`src/hw/rtl/lsiu_pkg.sv`:
```
`default_nettype none

package lsiu_pkg;

	localparam logic [3:0] OP_AND = 4'd0;
	localparam logic [3:0] OP_EOR = 4'd1;
	localparam logic [3:0] OP_ORA = 4'd2;
	localparam logic [3:0] OP_ASL = 4'd3;
	localparam logic [3:0] OP_LSR = 4'd4;
	localparam logic [3:0] OP_ROL = 4'd5;
	localparam logic [3:0] OP_ROR = 4'd6;
	localparam logic [3:0] OP_SLO = 4'd7;
	localparam logic [3:0] OP_RLA = 4'd8;
	localparam logic [3:0] OP_SRE = 4'd9;
	localparam logic [3:0] OP_SAX = 4'd10;
	localparam logic [3:0] OP_BIT = 4'd11;

	localparam logic [3:0] AM_IMM  = 4'd0;
	localparam logic [3:0] AM_ACC  = 4'd1;
	localparam logic [3:0] AM_ZP   = 4'd2;
	localparam logic [3:0] AM_ZPX  = 4'd3;
	localparam logic [3:0] AM_ZPY  = 4'd4;
	localparam logic [3:0] AM_ABS  = 4'd5;
	localparam logic [3:0] AM_ABSX = 4'd6;
	localparam logic [3:0] AM_ABSY = 4'd7;
	localparam logic [3:0] AM_INDX = 4'd8;
	localparam logic [3:0] AM_INDY = 4'd9;

	typedef struct packed {
		logic [1:0] len;
		logic [3:0] cyc;
	} timing_t;

	typedef struct packed {
		logic [3:0] mode;
		logic [3:0] addressing;
		logic [7:0] operand;
		logic [7:0] x_value;
	} item_t;

	typedef struct packed {
		logic [7:0] acc;
		logic       neg;
		logic       zero;
		logic       carry;
		logic       ovf;
	} arch_t;

	typedef struct packed {
		logic       handled;
		logic       write_enable;
		logic [7:0] write_value;
		logic [1:0] instr_length;
		logic [3:0] cycle_count;
	} result_t;

	function automatic timing_t tm(input logic [1:0] len, input logic [3:0] cyc);
		timing_t t;
		t.len = len;
		t.cyc = cyc;
		return t;
	endfunction

	// length and cycle count per combination, zero when not handled
	function automatic timing_t timing_lookup(input logic [3:0] mode, input logic [3:0] am);
		timing_t t;
		t = tm(2'd0, 4'd0);
		unique case (mode) inside
			OP_AND, OP_EOR, OP_ORA: begin
				unique case (am)
					AM_IMM:  t = tm(2'd2, 4'd2);
					AM_ZP:   t = tm(2'd2, 4'd3);
					AM_ZPX:  t = tm(2'd2, 4'd4);
					AM_ABS:  t = tm(2'd3, 4'd4);
					AM_ABSX: t = tm(2'd3, 4'd4);
					AM_ABSY: t = tm(2'd3, 4'd4);
					AM_INDX: t = tm(2'd2, 4'd6);
					AM_INDY: t = tm(2'd2, 4'd5);
					default: t = tm(2'd0, 4'd0);
				endcase
			end
			OP_ASL, OP_LSR, OP_ROL, OP_ROR: begin
				unique case (am)
					AM_ACC:  t = tm(2'd1, 4'd2);
					AM_ZP:   t = tm(2'd2, 4'd5);
					AM_ZPX:  t = tm(2'd2, 4'd6);
					AM_ABS:  t = tm(2'd3, 4'd6);
					AM_ABSX: t = tm(2'd3, 4'd7);
					default: t = tm(2'd0, 4'd0);
				endcase
			end
			OP_SLO, OP_RLA, OP_SRE: begin
				unique case (am)
					AM_ZP:   t = tm(2'd2, 4'd5);
					AM_ZPX:  t = tm(2'd2, 4'd6);
					AM_ABS:  t = tm(2'd3, 4'd6);
					AM_ABSX: t = tm(2'd3, 4'd7);
					AM_ABSY: t = tm(2'd3, 4'd7);
					AM_INDX: t = tm(2'd2, 4'd8);
					AM_INDY: t = tm(2'd2, 4'd8);
					default: t = tm(2'd0, 4'd0);
				endcase
			end
			OP_SAX: begin
				unique case (am)
					AM_ZP:   t = tm(2'd2, 4'd3);
					AM_ZPY:  t = tm(2'd2, 4'd4);
					AM_ABS:  t = tm(2'd3, 4'd4);
					AM_INDX: t = tm(2'd2, 4'd6);
					default: t = tm(2'd0, 4'd0);
				endcase
			end
			OP_BIT: begin
				unique case (am)
					AM_ZP:   t = tm(2'd2, 4'd3);
					AM_ABS:  t = tm(2'd3, 4'd4);
					default: t = tm(2'd0, 4'd0);
				endcase
			end
			default: t = tm(2'd0, 4'd0);
		endcase
		return t;
	endfunction

endpackage

`default_nettype wire

```
`src/hw/rtl/logic_shift_instruction_unit.sv`:
```
// channel  direction  handshake             payload
// in       to block   in_valid / in_stall   mode, addressing, operand, x_value
// out      from block out_valid / out_stall handled, write_enable, write_value,
//                                           instr_length, cycle_count, acc_out,
//                                           neg_out, zero_out, carry_out, overflow_out
//
// one item per cycle unless the output stalls; an accepted item goes through the input
// register and the result register; it executes between the two, reading and
// updating the accumulator and flags as it moves into the result register
// reset clears the accumulator, all flags and both valid bits
// a stall at the output holds the result and backs up into in_stall only when the
// input register is also full
`default_nettype none

module logic_shift_instruction_unit (
	input  var logic       clk,
	input  var logic       arst_n,
	input  var logic       in_valid,
	output var logic       in_stall,
	input  var logic [3:0] mode,
	input  var logic [3:0] addressing,
	input  var logic [7:0] operand,
	input  var logic [7:0] x_value,
	output var logic       out_valid,
	input  var logic       out_stall,
	output var logic       handled,
	output var logic       write_enable,
	output var logic [7:0] write_value,
	output var logic [1:0] instr_length,
	output var logic [3:0] cycle_count,
	output var logic [7:0] acc_out,
	output var logic       neg_out,
	output var logic       zero_out,
	output var logic       carry_out,
	output var logic       overflow_out
);

	lsiu_pkg::item_t   item_s1;
	logic              valid_s1;
	lsiu_pkg::arch_t   arch_q;
	lsiu_pkg::arch_t   arch_nxt;
	lsiu_pkg::result_t res_nxt;
	lsiu_pkg::result_t res_s2;
	lsiu_pkg::arch_t   flags_s2;
	logic              valid_s2;
	logic              s2_free;
	logic              adv_s1;
	logic              take_in;

	assign s2_free  = !valid_s2 || !out_stall;
	assign adv_s1   = valid_s1 && s2_free;
	assign in_stall = valid_s1 && !s2_free;
	assign take_in  = in_valid && !in_stall;

	lsiu_exec u_exec (
		.item (item_s1),
		.cur  (arch_q),
		.nxt  (arch_nxt),
		.res  (res_nxt)
	);

	always_ff @(posedge clk or negedge arst_n) begin
		if (!arst_n) begin
			valid_s1 <= 1'b0;
			valid_s2 <= 1'b0;
			arch_q   <= '0;
		end else begin
			if (take_in) begin
				valid_s1 <= 1'b1;
			end else if (adv_s1) begin
				valid_s1 <= 1'b0;
			end
			if (adv_s1) begin
				valid_s2 <= 1'b1;
				arch_q   <= arch_nxt;
			end else if (!out_stall) begin
				valid_s2 <= 1'b0;
			end
		end
	end

	always_ff @(posedge clk) begin
		if (take_in) begin
			item_s1.mode       <= mode;
			item_s1.addressing <= addressing;
			item_s1.operand    <= operand;
			item_s1.x_value    <= x_value;
		end
		if (adv_s1) begin
			res_s2   <= res_nxt;
			flags_s2 <= arch_nxt;
		end
	end

	assign out_valid    = valid_s2;
	assign handled      = res_s2.handled;
	assign write_enable = res_s2.write_enable;
	assign write_value  = res_s2.write_value;
	assign instr_length = res_s2.instr_length;
	assign cycle_count  = res_s2.cycle_count;
	assign acc_out      = flags_s2.acc;
	assign neg_out      = flags_s2.neg;
	assign zero_out     = flags_s2.zero;
	assign carry_out    = flags_s2.carry;
	assign overflow_out = flags_s2.ovf;

endmodule

`default_nettype wire

```
`src/hw/rtl/lsiu_exec.sv`:
```
`default_nettype none

module lsiu_exec (
	input  var lsiu_pkg::item_t   item,
	input  var lsiu_pkg::arch_t   cur,
	output var lsiu_pkg::arch_t   nxt,
	output var lsiu_pkg::result_t res
);

	lsiu_pkg::timing_t t;
	logic              hit;
	logic              go_left;
	logic              rotate;
	logic [7:0]        src;
	logic [7:0]        sh;
	logic              sh_c;
	logic [7:0]        acc_n;

	always_comb begin
		t   = lsiu_pkg::timing_lookup(item.mode, item.addressing);
		hit = (t.cyc != 4'd0);

		// shared shifter
		src = (item.addressing == lsiu_pkg::AM_ACC) ? cur.acc : item.operand;
		case (item.mode) inside
			lsiu_pkg::OP_ASL, lsiu_pkg::OP_ROL, lsiu_pkg::OP_SLO, lsiu_pkg::OP_RLA:
				go_left = 1'b1;
			default:
				go_left = 1'b0;
		endcase
		case (item.mode) inside
			lsiu_pkg::OP_ROL, lsiu_pkg::OP_ROR, lsiu_pkg::OP_RLA:
				rotate = 1'b1;
			default:
				rotate = 1'b0;
		endcase
		if (go_left) begin
			sh   = {src[6:0], rotate & cur.carry};
			sh_c = src[7];
		end else begin
			sh   = {rotate & cur.carry, src[7:1]};
			sh_c = src[0];
		end

		nxt                = cur;
		res.handled        = hit;
		res.write_enable   = 1'b0;
		res.write_value    = 8'd0;
		res.instr_length   = t.len;
		res.cycle_count    = t.cyc;
		acc_n              = cur.acc;

		if (hit) begin
			unique case (item.mode) inside
				lsiu_pkg::OP_AND, lsiu_pkg::OP_EOR, lsiu_pkg::OP_ORA: begin
					if (item.mode == lsiu_pkg::OP_AND) begin
						acc_n = cur.acc & item.operand;
					end else if (item.mode == lsiu_pkg::OP_EOR) begin
						acc_n = cur.acc ^ item.operand;
					end else begin
						acc_n = cur.acc | item.operand;
					end
					nxt.acc  = acc_n;
					nxt.neg  = acc_n[7];
					nxt.zero = (acc_n == 8'd0);
				end
				lsiu_pkg::OP_ASL, lsiu_pkg::OP_LSR, lsiu_pkg::OP_ROL, lsiu_pkg::OP_ROR: begin
					nxt.carry = sh_c;
					nxt.neg   = sh[7];
					nxt.zero  = (sh == 8'd0);
					if (item.addressing == lsiu_pkg::AM_ACC) begin
						nxt.acc = sh;
					end else begin
						res.write_enable = 1'b1;
						res.write_value  = sh;
					end
				end
				lsiu_pkg::OP_SLO, lsiu_pkg::OP_RLA, lsiu_pkg::OP_SRE: begin
					if (item.mode == lsiu_pkg::OP_SLO) begin
						acc_n = cur.acc | sh;
					end else if (item.mode == lsiu_pkg::OP_RLA) begin
						acc_n = cur.acc & sh;
					end else begin
						acc_n = cur.acc ^ sh;
					end
					res.write_enable = 1'b1;
					res.write_value  = sh;
					nxt.carry        = sh_c;
					nxt.acc          = acc_n;
					nxt.neg          = acc_n[7];
					nxt.zero         = (acc_n == 8'd0);
				end
				lsiu_pkg::OP_SAX: begin
					res.write_enable = 1'b1;
					res.write_value  = cur.acc & item.x_value;
				end
				default: begin
					// bit test
					nxt.zero = ((cur.acc & item.operand) == 8'd0);
					nxt.ovf  = item.operand[6];
					nxt.neg  = item.operand[7];
				end
			endcase
		end
	end

endmodule

`default_nettype wire

```
`config.mk`:
```
export PLATFORM = sky130hd
export DESIGN_NAME = logic_shift_instruction_unit
export DESIGN_NICKNAME = d
export VERILOG_FILES = /design/src/hw/rtl/lsiu_pkg.sv /design/src/hw/rtl/logic_shift_instruction_unit.sv /design/src/hw/rtl/lsiu_exec.sv
export SDC_FILE = /design/constraint.sdc
export NUM_CORES = 1
export LEC_CHECK = 0
export ABC_AREA = 1
export BUFFER_PORTS_ARGS = -buffer_cell sky130_fd_sc_hd__buf_2
export CAP_MARGIN = 20
export CORE_MARGIN = 4
export CORE_UTILIZATION = 55
export CTS_CLUSTER_DIAMETER = 40
export DETAILED_ROUTE_END_ITERATION = 8
export GPL_ROUTABILITY_DRIVEN = 0
export PLACE_DENSITY_LB_ADDON = 0.05
export SLEW_MARGIN = 25
export SYNTH_ARGS = -nofsm -noshare
export SYNTH_HDL_FRONTEND = slang
export SYNTH_SLANG_ARGS = --single-unit
```
`constraint.sdc`:
```
create_clock -name clk -period 6.6 [get_ports clk]
set_input_delay 0.33 -clock clk [delete_from_list [all_inputs] [get_ports clk]]
set_output_delay 0.33 -clock clk [all_outputs]
set_load 0.02 [all_outputs]
```
---- After elaboration in Yosys (flattened, before gate mapping) ----
Memories as Yosys holds them, arrays and structs flattened. A register that Yosys moved wholly into a read port is not among the register bits.
Cells that the tools add are included.
cells by class
  bitwise operators ....................... 8
  eq/ne operators ......................... 21
  multiplexer cells ....................... 31
  reduce and logical (&&, ||, !) cells .... 24
operators by type and width
  operator              count
  $pmux W6 S5           3
  $mux W8               11
  $eq A4 B3 Y1 const B  8
  $logic_not A8 Y1      4
  $pmux W9 S3           1
  $and A8 B8 Y8         3
  $eq A4 B4 Y1 const B  6
  $pmux W6 S4           1
  $pmux W8 S3           1
  $eq A4 B2 Y1 const B  4
  $or A8 B8 Y8          2
  $xor A8 B8 Y8         2
  $mux W12              1
  $pmux W6 S2           1
  $reduce_or A11 Y1     1
  $mux W1               9
  $mux W9               1
  $reduce_or A3 Y1      3
  $eq A4 B1 Y1 const B  2
  $pmux W2 S4           1
  $reduce_or A4 Y1      2
  $reduce_or A7 Y1      1
  $logic_not A1 Y1      4
  $logic_not A4 Y1      1
  8 further kinds       11
storage, ports and cells
  word-level logic and storage cells ...... 106
  flip-flop bits (word level) ............. 66
  bits in read-only memories .............. 80
  memories kept ........................... 1
  input bits .............................. 28
memories
  memory            depth  width  read ports  clocked after Yosys merged registers in  wr ports  RTL line        text
  (name not given)  16     5      1           1                                        0         lsiu_pkg.sv:70  unique case (am)

---- Logic depth before layout (Yosys ltp) ----
  depth after elaboration ................. 13
  mapped depth ............................ 22
  gate-level depth less buffers ........... 22

---- Modules after synthesis ----
A second synthesis with hierarchy kept.
unflattened totals
  cells, all modules ...................... 555
  area, all modules ....................... 4,403.0 µm²
modules (own cells, without submodules)
  module                        area each (µm²)  times used  sequential area each (µm²)  cells each
  lsiu_exec                     2,277.2          1           0.0                         441
  logic_shift_instruction_unit  2,125.8          1           1,911.8                     114

---- Worst setup path before layout ----
No wires, ideal clock.
  path type ............................... reg2reg
  from .................................... reg item_s1[22] (netlist bit)
  to ...................................... reg flags_s2, in the netlist zero_out, data pin
  data required time ...................... 6.345 ns
  period minus slack after synthesis ...... 2.500 ns
  path slack .............................. 4.100 ns
  library setup time ...................... 0.255 ns
  data arrival time ....................... 2.245 ns
  stages on the path, launching flop included .. 18
  path through ............................ edfxtp_1 -> inv_2 -> nand2_1 -> nor2_2 -> nor2_2 -> buf_6 -> nand2_1 -> and2_1 -> inv_1 -> ha_1 -> nor2_1 -> o21ai_0 -> nand2_1 -> nand2_1 -> nor2_1 -> nand2_1 -> nand3_1 -> and2_1
RTL lines
  item                  RTL line                            text
  from (decl)           logic_shift_instruction_unit.sv:38  lsiu_pkg::item_t item_s1;
  to (signal assigned)  logic_shift_instruction_unit.sv:91  flags_s2 <= arch_nxt;
  to (decl)             logic_shift_instruction_unit.sv:44  lsiu_pkg::arch_t flags_s2;

==> metrics.cfg <==
[finish]
stdcell_area_sq_um = 5190
area_delta_synth_final_pct = 11.6
drive_gt1_frac = 0.164
finalNetCount = 713
antenna_cells = 0

[logic_synthesis]
synth_edf_count = 52
yosys_warnings = 0
syn_area_per_cell_sq_um = 7.74
ys_seq_elements = 71
synth_largest_area_cell = edfxtp_1
ys.flop_type = edfxtp_1
yosysSeqAreaShare = 0.433
synth_common_cells = nand2_1, inv_1, nand3_1
ys_types = 41
async_reset_ff_frac = 0.197
yosys.area.top_type_share = 0.336
synth_area_sq_um = 4650
netlist_instances = 601
synth_nets = 655
yosysMostFrequentCell = nand2_1
synth_area_leaders = edfxtp_1, nand2_1, dfrtp_1, ha_1, nand3_1

[worst_setup_path]
worstPathCellList = nand2_2 > inv_1 > nand2_1 > nand2_1 > nor2_2 > nand2_1 > nand2_1 > inv_1 > ha_1 > inv_1 > nand2_1 > nand3_1 > nand2_1 > nand2_1 > o21ai_0 > a21oi_1 > nand3_1 > nand2_1 > o21ai_1
cp.required_ps = 6700
timing.critical_path.mode_cell = nand2_1
endpoint_kind = register
cp_max_fo = 13
slowest_stage = edfxtp_1
critPathLaunchType = register
reg2reg_from = item_s1[21]
ff2ff_setup_slack_ps = 3530
r2r-end = acc_out[0]
rr_worst_depth = 19
path_buf_inv = 3
max_stage_delay_ps = 500
arrival_ps = 3170
path_class = register to register
path_delay_family = simple AND/OR/NAND/NOR gates

[drt]
wl_um = 12000
drtIter0Drc = 367
first_pass_iters = 5
num_vias = 4276
drc = 0
routedWlPerCell_um = 15.5
viasPerCell = 5.56
postRouteAntennaNets = 0

[die]
die_y_um = 100
start_util = 0.566
core_area_sq_um = 8220
die_w_um = 100
rows = 33
ioPinCount = 58
dieArea_sq_um = 9990

[global_route]
grt_max_degree = 41
antenna_found_initial = 0
gr-usage-all-layers = 0.250
grt_pass1_vias = 3988
grt_pass1_wl_um = 19700
overflow = 0

[timing]
tns_ps = 0
finalSetupViolations = 0
fin_crit_sh = 0.464
finalMaxSlewViolations = 0
final-hold-violation-count = 0
slew_headroom = 0.354
fin_crit_ps = 3070
fmax_ghz = 0.326
rsz0062_at_grt = no
fin_skew_ps = 10.2
worst_pin_slew_ps = 968

[cts]
root_buffer = clkbuf_8
clkTransAtPathRegs_ps = 80
hold_buffers = 1
clk_latency_ps = 370
htree_levels = 3
cts.sinks = 71
cts_buffer_depth = 2
cts_tree = yes
ctsResizeCount = 0
cts_setup_buffers = 0
cts_buffers = 9

[power]
power.density_nw_per_um2 = 307
irDropWorstVdd_uv = 113
leakage_uw = 0.00256

[placed_design]
port_buffers = 57
hpwl_um = 9010
placed_area_sq_um = 4990

[job]
cap_violations = 0

[worst_hold_path]
hp-start = operand[2]
hold_depth = 1
hold_class = primary input to register
whs_endpoint = item_s1[10]

[outcome]
outcome = complete, no violations

-- per-layer routing --
layer | vias to the layer above | share of wire | global-route usage
li1 | 2088 | - | -
met1 | 1930 | 0.43 | 0.337
met2 | 223 | 0.45 | 0.388
met3 | 35 | 0.091 | 0.0632
met4 | 0 | 0.027 | 0.0956
met5 | - | 0 | 0.0154
-- report_power, final --
group	internal, uW	switching [uW]
clock network	177	176
registers	583	93.8
logic	187	376
total	948	646
-- how the worst max path moves through the flow --
stage	cells after the start	slack (ps)	endpoint	start
floorplan	17	4100	zero_out	item_s1[22]
global placement	19	3630	acc_out[0]	item_s1[21]
detailed placement	19	3620	acc_out[0]	item_s1[21]
CTS	19	3610	acc_out[0]	item_s1[21]
global route	21	3270	arch_q[4]	item_s1[21]
finish	19	3530	acc_out[0]	item_s1[21]
-- placed cells by master (no fill, tap or decap), types with 3 or more instances in the layout --
master    instances
inv_1            71
clkbuf_8          9
and2_1            8
nand2_2           8
o21ai_2           3
o21ai_1           4
a21oi_1          18
nand3_1          59
ha_1             26
nand4_1          10
nand2_1         181
nor2_2            7
dfxtp_1           5
o22ai_1           4
inv_6             3
nor2_1           54
inv_2             4
o21ai_0          31
buf_2            57
or2_2             6
edfxtp_1         52
dfrtp_1          14
-- metrics by stage --
step | utilization | std cells | total power (uW) | setup slack (ps) | hold slack (ps)
after floorplan | - | 601 | 1070 | 4100 | 34.4
after global routing | 0.632 | 769 | 1710 | 3270 | 122
after global placement | 0.607 | 752 | 1220 | 3630 | 252
after detailed placement | 0.607 | 752 | 1240 | 3620 | 256
final | 0.632 | 769 | 1590 | 3530 | 131
after CTS | 0.632 | 769 | 1590 | 3610 | 129
-- sequential cells by signal, indices dropped and copies added (netlist names), named ones only --
register / count
instr_length: 2
out_valid: 1
carry_out: 1
handled: 1
write_enable: 1
neg_out: 1
arch_q: 12
overflow_out: 1
valid_s1: 1
write_value: 8
zero_out: 1
cycle_count: 4
acc_out: 8
item_s1: 24
-- logic make-up (layout without fill, tap and decap cells) --
group | count (synthesis) | in the layout | synth area share
AOI/OAI and AO/OA | 68 | 68 | 0.0813
buffers and inverters | 88 | 151 | 0.0812
adders and majority gates | 26 | 26 | 0.0699
xor gates and xnor gates | 1 | 1 | 0.00188
and+or+nand+nor | 347 | 347 | 0.333
DFF | 71 | 71 | 0.433
-- cell type report --
cell class / count / area [sq um]
timing repair buffer: 60 / 310
clock buffer: 10 / 128
multi-input combinational: 442 / 2260
tap: 105 / 131
clock inverter: 6 / 67.6
sequential: 71 / 2010
fill: 756 / 3030
inverter: 75 / 282
No activity file was read; power rests on OpenSTA's default activity.
